File: src/hw/rtl/lsnf_pkg.sv
`default_nettype none
// ----------------------------------------------------------------------------
// lsnf_pkg
// types and codes shared by the link-state neighbor state machine
// ----------------------------------------------------------------------------
package lsnf_pkg;

  localparam int unsigned ID_W     = 32;
  localparam int unsigned MODE_W   = 3;
  localparam int unsigned STATE_W  = 3;
  localparam int unsigned LINK_W   = 3;
  localparam int unsigned CFG_IDX_W = 1;
  localparam int unsigned CFG_DATA_W = 32;

  typedef enum logic [CFG_IDX_W-1:0] {
    REG_OWN_ROUTER_ID = 1'b0,
    REG_LINK_TYPE     = 1'b1
  } cfg_reg_t;

  typedef enum logic [LINK_W-1:0] {
    LINK_BROADCAST = 3'd0,
    LINK_NBMA      = 3'd1,
    LINK_P2P       = 3'd2,
    LINK_P2MP      = 3'd3,
    LINK_VIRTUAL   = 3'd4
  } link_t;

  typedef enum logic [MODE_W-1:0] {
    EV_HELLO        = 3'd0,
    EV_ONE_WAY      = 3'd1,
    EV_TWO_WAY      = 3'd2,
    EV_NEGOTIATED   = 3'd3,
    EV_SEQ_MISMATCH = 3'd4,
    EV_EXCHANGED    = 3'd5,
    EV_BAD_REQUEST  = 3'd6,
    EV_LOADED       = 3'd7
  } event_code_t;

  typedef enum logic [STATE_W-1:0] {
    ST_DOWN     = 3'd0,
    ST_INIT     = 3'd1,
    ST_TWO_WAY  = 3'd2,
    ST_EXSTART  = 3'd3,
    ST_EXCHANGE = 3'd4,
    ST_LOADING  = 3'd5,
    ST_FULL     = 3'd6
  } adj_state_t;

  typedef struct packed {
    event_code_t     mode;
    logic [ID_W-1:0] neighbor_id;
    logic [ID_W-1:0] neighbor_dr;
    logic [ID_W-1:0] neighbor_bdr;
    logic            request_list_empty;
    logic            interface_dr_is_self;
  } event_t;

  typedef struct packed {
    logic [STATE_W-1:0] new_state;
    logic               accepted;
    logic               start_empty_dd;
    logic               build_summary;
    logic               gen_router_lsa;
    logic               gen_network_lsa;
    logic               flood_database;
    logic               start_request_send;
    logic               update_routes;
    logic               master_role;
  } result_t;

  typedef struct packed {
    logic [ID_W-1:0] own_router_id;
    link_t           link_type;
  } cfg_t;

endpackage
`default_nettype wire

File: src/hw/rtl/lsnf_if.sv
`default_nettype none
// ----------------------------------------------------------------------------
// lsnf_if
// valid/ready channels for neighbor events and adjacency results
// ----------------------------------------------------------------------------
interface lsnf_event_if;
  import lsnf_pkg::*;

  logic              valid;
  logic              ready;
  logic [MODE_W-1:0] mode;
  logic [ID_W-1:0]   neighbor_id;
  logic [ID_W-1:0]   neighbor_dr;
  logic [ID_W-1:0]   neighbor_bdr;
  logic              request_list_empty;
  logic              interface_dr_is_self;

  modport source (
    output valid, mode, neighbor_id, neighbor_dr, neighbor_bdr,
           request_list_empty, interface_dr_is_self,
    input  ready
  );

  modport sink (
    input  valid, mode, neighbor_id, neighbor_dr, neighbor_bdr,
           request_list_empty, interface_dr_is_self,
    output ready
  );
endinterface

interface lsnf_result_if;
  import lsnf_pkg::*;

  logic               valid;
  logic               ready;
  logic [STATE_W-1:0] new_state;
  logic               accepted;
  logic               start_empty_dd;
  logic               build_summary;
  logic               gen_router_lsa;
  logic               gen_network_lsa;
  logic               flood_database;
  logic               start_request_send;
  logic               update_routes;
  logic               master_role;

  modport source (
    output valid, new_state, accepted, start_empty_dd, build_summary,
           gen_router_lsa, gen_network_lsa, flood_database,
           start_request_send, update_routes, master_role,
    input  ready
  );

  modport sink (
    input  valid, new_state, accepted, start_empty_dd, build_summary,
           gen_router_lsa, gen_network_lsa, flood_database,
           start_request_send, update_routes, master_role,
    output ready
  );
endinterface
`default_nettype wire

File: src/hw/rtl/lsnf_step.sv
`default_nettype none
// ----------------------------------------------------------------------------
// lsnf_step
// next adjacency state, master flag and action strobes for one event
// ----------------------------------------------------------------------------
module lsnf_step
  import lsnf_pkg::*;
(
  input  adj_state_t state,
  input  logic       master,
  input  cfg_t       cfg,
  input  event_t     ev,
  output adj_state_t state_next,
  output logic       master_next,
  output result_t    res
);

  logic multi_access;
  logic no_dr;

  assign multi_access = (cfg.link_type == LINK_BROADCAST) || (cfg.link_type == LINK_NBMA);
  assign no_dr = (ev.neighbor_id != ev.neighbor_dr) && (ev.neighbor_id != ev.neighbor_bdr) &&
                 (cfg.own_router_id != ev.neighbor_dr) &&
                 (cfg.own_router_id != ev.neighbor_bdr);

  always_comb begin
    state_next  = state;
    master_next = master;
    res         = '0;
    unique case (ev.mode)
      EV_HELLO: begin
        res.accepted = 1'b1;
        if (state == ST_DOWN) begin
          state_next = ST_INIT;
        end
      end
      EV_ONE_WAY: begin
        if (state >= ST_TWO_WAY) begin
          res.accepted = 1'b1;
          state_next   = ST_INIT;
        end
      end
      EV_TWO_WAY: begin
        if (state == ST_INIT) begin
          res.accepted = 1'b1;
          if (multi_access && no_dr) begin
            state_next = ST_TWO_WAY;
          end else begin
            state_next         = ST_EXSTART;
            master_next        = 1'b1;
            res.start_empty_dd = 1'b1;
          end
        end
      end
      EV_NEGOTIATED: begin
        if (state == ST_EXSTART) begin
          res.accepted      = 1'b1;
          res.build_summary = 1'b1;
          state_next        = ST_EXCHANGE;
        end
      end
      EV_SEQ_MISMATCH, EV_BAD_REQUEST: begin
        if (state >= ST_EXCHANGE) begin
          res.accepted = 1'b1;
          state_next   = ST_EXSTART;
        end
      end
      EV_EXCHANGED: begin
        if (state == ST_EXCHANGE) begin
          res.accepted = 1'b1;
          if (ev.request_list_empty) begin
            state_next          = ST_FULL;
            res.gen_router_lsa  = 1'b1;
            res.gen_network_lsa = ev.interface_dr_is_self;
            res.flood_database  = 1'b1;
          end else begin
            state_next             = ST_LOADING;
            res.start_request_send = 1'b1;
          end
        end
      end
      EV_LOADED: begin
        if (state == ST_LOADING) begin
          res.accepted       = 1'b1;
          state_next         = ST_FULL;
          res.gen_router_lsa = 1'b1;
          res.flood_database = 1'b1;
          res.update_routes  = 1'b1;
        end
      end
      default: begin
      end
    endcase
    res.new_state   = state_next;
    res.master_role = master_next;
  end

endmodule
`default_nettype wire

File: src/hw/rtl/link_state_neighbor_fsm.sv
`default_nettype none
// ----------------------------------------------------------------------------
// link_state_neighbor_fsm
// adjacency state machine for one link-state routing neighbor
// ----------------------------------------------------------------------------
// path: an accepted request passes the event register, then the result
//   register; the event register holds while a result waits for res.ready
// throughput: 1 request per cycle while res.ready stays high; the state
//   update is a single pass of compare and select logic between the two registers
// reset: state down, master flag clear, config registers zero
// ----------------------------------------------------------------------------
module link_state_neighbor_fsm
  import lsnf_pkg::*;
(
  input  logic                  clk,
  input  logic                  rst,
  input  logic                  cfg_write,
  input  logic [CFG_IDX_W-1:0]  cfg_index,
  input  logic [CFG_DATA_W-1:0] cfg_data,
  lsnf_event_if.sink            evt,
  lsnf_result_if.source         res
);

  cfg_t       cfg;
  adj_state_t state;
  logic       master;
  logic       ev_valid;
  event_t     ev_q;
  logic       res_valid;
  result_t    res_q;

  adj_state_t state_next;
  logic       master_next;
  result_t    step_res;
  logic       load_res;
  logic       take_evt;

  assign load_res = ev_valid && (!res_valid || res.ready);
  assign evt.ready = !ev_valid || load_res;
  assign take_evt = evt.valid && evt.ready;

  lsnf_step u_step (
    .state       (state),
    .master      (master),
    .cfg         (cfg),
    .ev          (ev_q),
    .state_next  (state_next),
    .master_next (master_next),
    .res         (step_res)
  );

  always_ff @(posedge clk) begin
    if (rst) begin
      cfg       <= '{own_router_id: '0, link_type: LINK_BROADCAST};
      state     <= ST_DOWN;
      master    <= 1'b0;
      ev_valid  <= 1'b0;
      res_valid <= 1'b0;
    end else begin
      if (cfg_write) begin
        unique case (cfg_reg_t'(cfg_index))
          REG_OWN_ROUTER_ID: cfg.own_router_id <= cfg_data[ID_W-1:0];
          REG_LINK_TYPE:     cfg.link_type     <= link_t'(cfg_data[LINK_W-1:0]);
          default: begin
          end
        endcase
      end
      if (take_evt) begin
        ev_valid <= 1'b1;
      end else if (load_res) begin
        ev_valid <= 1'b0;
      end
      if (load_res) begin
        res_valid <= 1'b1;
        state     <= state_next;
        master    <= master_next;
      end else if (res.ready) begin
        res_valid <= 1'b0;
      end
    end
  end

  always_ff @(posedge clk) begin
    if (take_evt) begin
      ev_q.mode                 <= event_code_t'(evt.mode);
      ev_q.neighbor_id          <= evt.neighbor_id;
      ev_q.neighbor_dr          <= evt.neighbor_dr;
      ev_q.neighbor_bdr         <= evt.neighbor_bdr;
      ev_q.request_list_empty   <= evt.request_list_empty;
      ev_q.interface_dr_is_self <= evt.interface_dr_is_self;
    end
    if (load_res) begin
      res_q <= step_res;
    end
  end

  assign res.valid              = res_valid;
  assign res.new_state          = res_q.new_state;
  assign res.accepted           = res_q.accepted;
  assign res.start_empty_dd     = res_q.start_empty_dd;
  assign res.build_summary      = res_q.build_summary;
  assign res.gen_router_lsa     = res_q.gen_router_lsa;
  assign res.gen_network_lsa    = res_q.gen_network_lsa;
  assign res.flood_database     = res_q.flood_database;
  assign res.start_request_send = res_q.start_request_send;
  assign res.update_routes      = res_q.update_routes;
  assign res.master_role        = res_q.master_role;

  a_master_sticky: assert property (@(posedge clk) disable iff (rst)
    master |=> master)
    else $error("master flag cleared outside reset");

  a_reject_quiet: assert property (@(posedge clk) disable iff (rst)
    (res_valid && !res_q.accepted) |->
      (res_q.start_empty_dd == 1'b0 && res_q.build_summary == 1'b0 &&
       res_q.gen_router_lsa == 1'b0 && res_q.gen_network_lsa == 1'b0 &&
       res_q.flood_database == 1'b0 && res_q.start_request_send == 1'b0 &&
       res_q.update_routes == 1'b0))
    else $error("strobe raised on a rejected event");

  a_state_matches_result: assert property (@(posedge clk) disable iff (rst)
    load_res |=> (res_q.new_state == state && res_q.master_role == master))
    else $error("result does not match stored adjacency state");

  a_no_overwrite: assert property (@(posedge clk) disable iff (rst)
    (res_valid && !res.ready) |=> (res_valid && $stable(res_q)))
    else $error("pending result overwritten");

endmodule
`default_nettype wire
File: src/flat_wrapper.sv
// flat-port wrapper written by rule: the top's interface ports become plain ports
module link_state_neighbor_fsm_flat import lsnf_pkg::*;
  (clk, rst, cfg_write, cfg_index, cfg_data, evt_valid, evt_mode, evt_neighbor_id, evt_neighbor_dr, evt_neighbor_bdr, evt_request_list_empty, evt_interface_dr_is_self, evt_ready, res_valid, res_new_state, res_accepted, res_start_empty_dd, res_build_summary, res_gen_router_lsa, res_gen_network_lsa, res_flood_database, res_start_request_send, res_update_routes, res_master_role, res_ready);
  lsnf_event_if evt_i ();
  lsnf_result_if res_i ();
  input  logic clk;
  input  logic rst;
  input  logic cfg_write;
  input  logic [CFG_IDX_W-1:0] cfg_index;
  input  logic [CFG_DATA_W-1:0] cfg_data;
  input wire logic [$bits(evt_i.valid)-1:0] evt_valid;
  input wire logic [$bits(evt_i.mode)-1:0] evt_mode;
  input wire logic [$bits(evt_i.neighbor_id)-1:0] evt_neighbor_id;
  input wire logic [$bits(evt_i.neighbor_dr)-1:0] evt_neighbor_dr;
  input wire logic [$bits(evt_i.neighbor_bdr)-1:0] evt_neighbor_bdr;
  input wire logic [$bits(evt_i.request_list_empty)-1:0] evt_request_list_empty;
  input wire logic [$bits(evt_i.interface_dr_is_self)-1:0] evt_interface_dr_is_self;
  output wire logic [$bits(evt_i.ready)-1:0] evt_ready;
  output wire logic [$bits(res_i.valid)-1:0] res_valid;
  output wire logic [$bits(res_i.new_state)-1:0] res_new_state;
  output wire logic [$bits(res_i.accepted)-1:0] res_accepted;
  output wire logic [$bits(res_i.start_empty_dd)-1:0] res_start_empty_dd;
  output wire logic [$bits(res_i.build_summary)-1:0] res_build_summary;
  output wire logic [$bits(res_i.gen_router_lsa)-1:0] res_gen_router_lsa;
  output wire logic [$bits(res_i.gen_network_lsa)-1:0] res_gen_network_lsa;
  output wire logic [$bits(res_i.flood_database)-1:0] res_flood_database;
  output wire logic [$bits(res_i.start_request_send)-1:0] res_start_request_send;
  output wire logic [$bits(res_i.update_routes)-1:0] res_update_routes;
  output wire logic [$bits(res_i.master_role)-1:0] res_master_role;
  input wire logic [$bits(res_i.ready)-1:0] res_ready;
  assign evt_i.valid = evt_valid;
  assign evt_i.mode = evt_mode;
  assign evt_i.neighbor_id = evt_neighbor_id;
  assign evt_i.neighbor_dr = evt_neighbor_dr;
  assign evt_i.neighbor_bdr = evt_neighbor_bdr;
  assign evt_i.request_list_empty = evt_request_list_empty;
  assign evt_i.interface_dr_is_self = evt_interface_dr_is_self;
  assign evt_ready = evt_i.ready;
  assign res_valid = res_i.valid;
  assign res_new_state = res_i.new_state;
  assign res_accepted = res_i.accepted;
  assign res_start_empty_dd = res_i.start_empty_dd;
  assign res_build_summary = res_i.build_summary;
  assign res_gen_router_lsa = res_i.gen_router_lsa;
  assign res_gen_network_lsa = res_i.gen_network_lsa;
  assign res_flood_database = res_i.flood_database;
  assign res_start_request_send = res_i.start_request_send;
  assign res_update_routes = res_i.update_routes;
  assign res_master_role = res_i.master_role;
  assign res_i.ready = res_ready;
  link_state_neighbor_fsm u_core (.clk(clk), .rst(rst), .cfg_write(cfg_write), .cfg_index(cfg_index), .cfg_data(cfg_data), .evt(evt_i), .res(res_i));
endmodule
File: config.mk
export PLATFORM = sky130hd
export DESIGN_NAME = link_state_neighbor_fsm_flat
export DESIGN_NICKNAME = d
export VERILOG_FILES = /design/src/hw/rtl/lsnf_pkg.sv /design/src/hw/rtl/lsnf_if.sv /design/src/hw/rtl/lsnf_step.sv /design/src/hw/rtl/link_state_neighbor_fsm.sv /design/src/flat_wrapper.sv
export SDC_FILE = /design/constraint.sdc
export NUM_CORES = 1
export LEC_CHECK = 0
export CORE_MARGIN = 2
export CORE_UTILIZATION = 40
export DETAILED_ROUTE_END_ITERATION = 16
export DONT_BUFFER_PORTS = 1
export PLACE_DENSITY = 0.51
export SLEW_MARGIN = 20
export SYNTH_ARGS = -nofsm -noshare
export SYNTH_HDL_FRONTEND = slang
export SYNTH_SLANG_ARGS = --single-unit
File: constraint.sdc
create_clock -name clk -period 8.9 [get_ports clk]
set_clock_uncertainty 0.05 [all_clocks]
set_input_delay 0.445 -clock clk [delete_from_list [all_inputs] [get_ports clk]]
set_output_delay 0.445 -clock clk [all_outputs]
set_load 0.005 [all_outputs]
==> metrics.csv, run 1 <==
stage;metric;value;unit
run_status;status;finished clean;
layout;stdcell_area;7340;um^2
power;p_clk_share;44.1;%
clock_network;htree_levels;4;
clock_network;cts_setup_buffers;0;
route;drtAntennaViolNets;0;
power;leakage;2.71;nW
clock_network;hold_buffers;0;
min_path;min_path_type;in -> reg;
synthesis;synth-xor-area-share;17.2;%
power;p_switching;0.377;mW
synthesis;synth-simple-area-share;12.0;%
die;start_util;41.0;%
synthesis;syn_avg_cell_area;12.4;um^2
power;powerDensity;228;nW/um^2
clock_network;worstSkewPairLatency;420;ps
clock_network;cts_inserted_buffers;17;
global_route;grt_pass1_vias;4038;
worst_setup_path;crit_family;simple AND/OR/NAND/NOR gates;
worst_setup_path;regToRegSetupSlack;6510;ps
route;wl;16400;um
die;fp.dieArea;17300;um^2
layout;syn_to_final_growth;12.6;%
route;drt-pass1-iter-count;4;
sta;finalHoldViolations;0;
power;switching_share;22.5;%
place;gp_congestion;0.818;
power;pwr-share-comb;5.7;%
sta;slew_viol_final;0;
power;intPower;1.29;mW
synthesis;synth_area_leaders;edfxtp_1, xor2_1, dfxtp_1;
synthesis;synth_area_leader_cell;edfxtp_1;
layout;nets;668;
sta;slew_headroom;39.6;%
synthesis;synth_top_family_by_area;XOR/XNOR gates;
synthesis;synthArstFlopShare;0;%
synthesis;syn_nets;664;
sta;rsz0062_at_grt;no;
synthesis;yosys.area.top_type_share;51.6;%
synthesis;synth_flop_cell;edfxtp_1;
synthesis;syn_inst;525;
synthesis;syn_area;6520;um^2
run;drv_cap;0;
place;port_buffers;0;
worst_setup_path;path_buf_inv;0;
power;vdd_drop_max;195;uV
global_route;grt_max_degree;72;
worst_setup_path;max_stage_delay;580;ps
clock_network;cts_tree;built;
die;io_pins;153;
worst_setup_path;cp_cell_sequence;xor2_1, nor4_1, nand4_1, o22ai_2, nor3_1, nor4_2, or2_1;
synthesis;synth.mux.area_fraction;0;%
route;drt_iter0_markers;288;
synthesis;synthTopCellsByCount;xor2_1, edfxtp_1, nand2_1, a21oi_1, dfxtp_1;
synthesis;yosysMostFrequentCell;xor2_1;
route;wl_per_cell;21.7;um
layout;final.fill_count;1490;
route;avgViaCountPerCell;5.10;
clock_network;clkTransAtPathRegs;60;ps
layout;drive_gt1_share;7.75;%
synthesis;synth_edf_count;112;
sta;setup_viol;0;
sta;period_needed;2390;ps
worst_setup_path;crit_type;reg -> reg;
clock_network;postCtsResizedCells;0;
die;rows;46;
sta;fmax;418;MHz
die;die_h;132;um
layout;antenna_cells;0;
clock_network;root_buffer;clkbuf_16;
synthesis;synth_compound_area_share;5.34;%
worst_setup_path;crit_required;9140;ps
sta;tns;0;ps
global_route;antenna_found_initial;4;
place;placed_area;6730;um^2
clock_network;clk_path_buf_depth;2;
sta;period_share;26.9;%
synthesis;ys_seq_area_share;63.9;%
worst_setup_path;cp_max_fo;3;
power;seqPwrFrac;50.2;%
synthesis;ys_warn_count;0;
worst_setup_path;critPathLaunchType;flop;
place;hpwl;12100;um
global_route;gr-total-overflow;0;
die;dieWidth;132;um
die;coreArea;15900;um^2
synthesis;synthDistinctLibCells;36;
route;drc;0;
global_route;grt_usage;19.3;%
worst_setup_path;cp_slowest_cell;nor4_1;
worst_setup_path;worst_ep_arrival_time;2630;ps
synthesis;synth_fa_ha_area_share;0;%
sta;tightest_slew;905;ps
global_route;grt_first_pass_wirelength;24400;um
route;vias;3866;
worst_setup_path;crit_path_end_kind;flop;
synthesis;ys_ff_latch;152;
clock_network;cts.sinks;152;
routing by layer:
layer / global-route usage, % / up-vias / routed length (um)
met4: 4.71 / 4 / 155
met3: 7.45 / 14 / 1170
met5: 0 / - / 21
met1: 25.8 / 1847 / 7570
li1: - / 1863 / -
met2: 29.6 / 138 / 7500
registers in the layout (all words and copies together) (netlist names), 3 cells and up:
name / flops
u_core.res.new_state: 3
u_core.state: 3
u_core.ev_q: 101
u_core.cfg: 34
layout by cell type (no fill, tap or decap), types with 3 or more instances in the layout:
cell type	n
nand2_1	78
nor2b_1	4
clkinv_2	4
clkinvlp_4	4
nand2b_1	3
clkbuf_16	17
dfxtp_1	40
inv_1	5
nor3_1	4
nand4_1	8
o21ai_1	3
edfxtp_1	112
bufinv_16	3
nor4_1	35
o21ai_0	3
xor2_1	128
a21oi_1	41
nor2_1	19
buf_4	3
through the flow:
step	power (mW)	utilization, %	hold WS, ps	cells	setup slack [ps]
2_1_floorplan	0.917	-	386	525	5440
3_3_place_gp	0.949	42.4	389	726	6530
3_5_place_dp	0.950	42.4	393	726	6540
4_1_cts	1.69	46.2	19.6	758	6490
5_1_grt	1.73	46.2	17.0	758	6400
6_report	1.67	46.2	41.1	758	6510
cell families after synthesis:
group,count (synthesis)
compound gates,59
xor+xnor,128
buf+inv,23
flops,152
simple gates,163
path summary, 6_finish.rpt:
| check | start | endpoint | cells past startpoint |
|---|---|---|---|
| worst min-delay path | rst | u_core.cfg[15] | 1 |
| worst min register to register | u_core.cfg[2] | u_core.cfg[2] | 2 |
| worst max register to register | u_core.ev_q[86] | u_core.res.master_role | 7 |
| worst max-delay path | u_core.ev_q[86] | u_core.res.master_role | 7 |
power by group through the flow:
stage | Sequential, mW | Combinational, mW | Clock, mW
2_1_floorplan | 0.844 | 0.0732 | 0
3_3_place_gp | 0.853 | 0.0962 | 0
3_5_place_dp | 0.853 | 0.0968 | 0
4_1_cts | 0.839 | 0.0976 | 0.751
5_1_grt | 0.843 | 0.106 | 0.781
6_report | 0.839 | 0.0956 | 0.737
cell type report:
cell class              instances  area [um^2]  share of cell area [%]
multi-input cells             350         2260                    30.8
clock buffers                  20          457                    6.22
clock inverters                12          149                    2.03
repair buffers                  3         22.5                   0.307
inverters                       5         18.8                   0.256
well taps                     216          270                    3.68
flip-flops and latches        152         4160                    56.7
Note: power is estimated with default switching activity, not from simulation.
==> run 2: changes to the inputs <==
--- a/config.mk
+++ b/config.mk
@@ -9,7 +9,7 @@
 export CORE_UTILIZATION = 40
 export DETAILED_ROUTE_END_ITERATION = 16
 export DONT_BUFFER_PORTS = 1
-export PLACE_DENSITY = 0.51
+export PLACE_DENSITY = 0.53
 export SLEW_MARGIN = 20
 export SYNTH_ARGS = -nofsm -noshare
 export SYNTH_HDL_FRONTEND = slang
==> constraint.sdc (replaced) <==
create_clock -name clk -period 2.1 [get_ports clk]
set_clock_uncertainty 0.05 [all_clocks]
set_input_delay 0.105 -clock clk [delete_from_list [all_inputs] [get_ports clk]]
set_output_delay 0.105 -clock clk [all_outputs]
set_load 0.005 [all_outputs]
==> run 2 against run 1 <==
Effect of this change: the flow now finishes with violations (setup timing); cell area rose by 24%; sequential share of layout area fell by 11 points; sequential power rose to 4.2 times the previous value; power rose to 4.4 times the previous value; critical path depth rose by 1; die area did not move; hold slack got worse by 24 ps; setup slack got worse by 6700 ps; clock-buffer cell count fell by 3; register-to-register slack got worse by 6700 ps.
==> metrics.csv, run 2 (synthesis gave the netlist of run 1 again) <==
stage;metric;value;unit
global_route;grt_max_degree;41;
die;rows;46;
global_route;grt_pass1_vias;4911;
layout;final_common_cell;dlygate4sd3_1;
sta;slew_viol_final;0;
min_path;whs_path_depth;4;
min_path;min_from;cfg_index;
min_path;min_delay_worst_endpoint;u_core.cfg[24];
route;drtAntennaViolNets;0;
sta;finalHoldViolations;0;
global_route;gr-total-overflow;0;
route;vias;4572;
sta;fmax;431;MHz
worst_setup_path;critPathLaunchType;flop;
worst_setup_path;reg2reg_from;u_core.ev_q[65];
clock_network;cts.sinks;152;
layout;top_regs;u_core.ev_q x101, u_core.cfg x34;
layout;final.fill_count;1330;
run;drv_cap;0;
layout;largest_reg_flops;101;
layout;syn_to_final_growth;39.9;%
route;wl_per_cell;19.1;um
worst_setup_path;crit_family;simple AND/OR/NAND/NOR gates;
place;placed_area;6990;um^2
layout;antenna_cells;0;
sta;tightest_slew;496;ps
global_route;grt_usage;21.2;%
worst_setup_path;regToRegSetupSlack;-220;ps
worst_setup_path;path_buf_inv;1;
route;drt-pass1-iter-count;5;
layout;fin_util;57.4;%
clock_network;htree_levels;4;
worst_setup_path;crit_required;2350;ps
clock_network;root_buffer;clkbuf_16;
route;drc;0;
worst_setup_path;worst_ep_arrival_time;2570;ps
power;totalPowerFinal;7.34;mW
route;wl;17900;um
worst_setup_path;cp_cell_sequence;buf_4, xor2_1, nor4_1, nand4_1, nor2_2, nor3_2, nor4_2, or2_1;
layout;layout_common_cells;dlygate4sd3_1, xor2_1, edfxtp_1;
die;start_util;41.0;%
layout;fin_cells;934;
place;port_buffers;0;
die;fp.dieArea;17300;um^2
layout;stdcell_area;9120;um^2
run_status;status;finished, violations left;
worst_setup_path;cp_max_fo;3;
layout;regMostFlops;u_core.ev_q;
clock_network;worstSkewPairLatency;430;ps
layout;nets;844;
worst_setup_path;crit_path_end_kind;flop;
die;coreArea;15900;um^2
run_status;violations;setup timing;
die;die_h;132;um
route;avgViaCountPerCell;4.90;
die;dieWidth;132;um
worst_setup_path;crit_type;reg -> reg;
route;drt_iter0_markers;273;
clock_network;cts_tree;built;
worst_setup_path;reg2reg_to;u_core.res.master_role;
min_path;min_path_type;in -> reg;
sta;period_needed;2320;ps
clock_network;clkTransAtPathRegs;60;ps
power;vdd_drop_max;578;uV
worst_setup_path;cp_slowest_cell;nor4_1;
place;placed_cells;755;
power;powerDensity;805;nW/um^2
power;leakage;3.49;nW
sta;slew_headroom;66.7;%
place;hpwl;12600;um
sta;fin_ws;-219;ps
global_route;grt_first_pass_wirelength;27500;um
global_route;antenna_found_initial;0;
clock_network;cts_inserted_buffers;17;
place;gp_congestion;0.829;
clock_network;clk_path_buf_depth;2;
sta;setup_viol;5;
die;io_pins;153;
sta;rsz0062_at_grt;yes;
worst_setup_path;r2r_cells;8;
sta;period_share;110;%
layout;drive_gt1_share;11.8;%
worst_setup_path;max_stage_delay;480;ps
## run 2: changes by cell type in the layout (fill, tap and decap cells not counted), moves of 4 or more
| cell | change |
|---|---|
| dlygate4sd3_1 | +144 |
| buf_4 | +28 |
| nor4_1 | -9 |
| nor4_2 | +9 |
| buf_12 | +4 |
| clkinv_2 | -4 |
## run 2: worst max-delay path by stage
stage / startpoint / endpoint / slack (ps) / cells after the start
after global routing: u_core.ev_q[77] / u_core.res.master_role / -290 / 8
after floorplan: u_core.res.valid / u_core.ev_q[0] / 320 / 3
after CTS: u_core.ev_q[59] / u_core.res.master_role / -160 / 8
after global placement: u_core.ev_q[77] / u_core.res.master_role / -150 / 8
final: u_core.ev_q[65] / u_core.res.master_role / -220 / 8
after detailed placement: u_core.ev_q[77] / u_core.res.master_role / -220 / 8
## run 2: metal layers
layer / up-vias / share of wire [%] / GRT usage [%]
li1: 2216 / - / -
met3: 15 / 5.3 / 5.56
met5: - / 0 / 0
met2: 156 / 49 / 34.5
met1: 2185 / 45 / 27.6
met4: 0 / 1.3 / 7.31
## run 2: final cells by class
| class | instances | area (um^2) | area share, % |
|---|---|---|---|
| clock buffers | 17 | 425 | 4.66 |
| clock inverters | 15 | 166 | 1.82 |
| inverters | 5 | 18.8 | 0.206 |
| multi-input cells | 350 | 2320 | 25.5 |
| flip-flops and latches | 152 | 4160 | 45.6 |
| well taps | 216 | 270 | 2.96 |
| repair buffers | 179 | 1750 | 19.2 |
## run 2: what timing repair did
action	4_1_cts	5_1_grt
gates cloned	0	0
buffers inserted	0	2
hold buffers	145	0
resized for setup	5	6
pin swaps	1	8
hold endpoints to repair	141	0
endpoints found under the setup margin	5	5
## run 2: per-stage QoR
| step | hold WS, ps | setup TNS [ps] | setup WS (ps) |
|---|---|---|---|
| floorplan | 154 | 0 | 322 |
| global placement | 130 | -619 | -151 |
| detailed placement | 132 | -943 | -220 |
| CTS | 0.833 | -616 | -156 |
| global route | 11.4 | -1230 | -289 |
| finish | 17.5 | -908 | -219 |
## run 2: power by group
group	total, mW	switching (mW)	internal (mW)
logic	0.733	0.346	0.387
clock network	3.06	1.29	1.77
registers	3.55	0.152	3.40
total	7.34	1.78	5.56
## run 2: worst reg2reg max path, cell delays in order (launching register included)
cell      delay (ps)
edfxtp_1         440
buf_4            170
xor2_1           130
nor4_1           480
nand4_1          170
nor2_2           170
nor3_2            70
nor4_2           360
or2_1            160
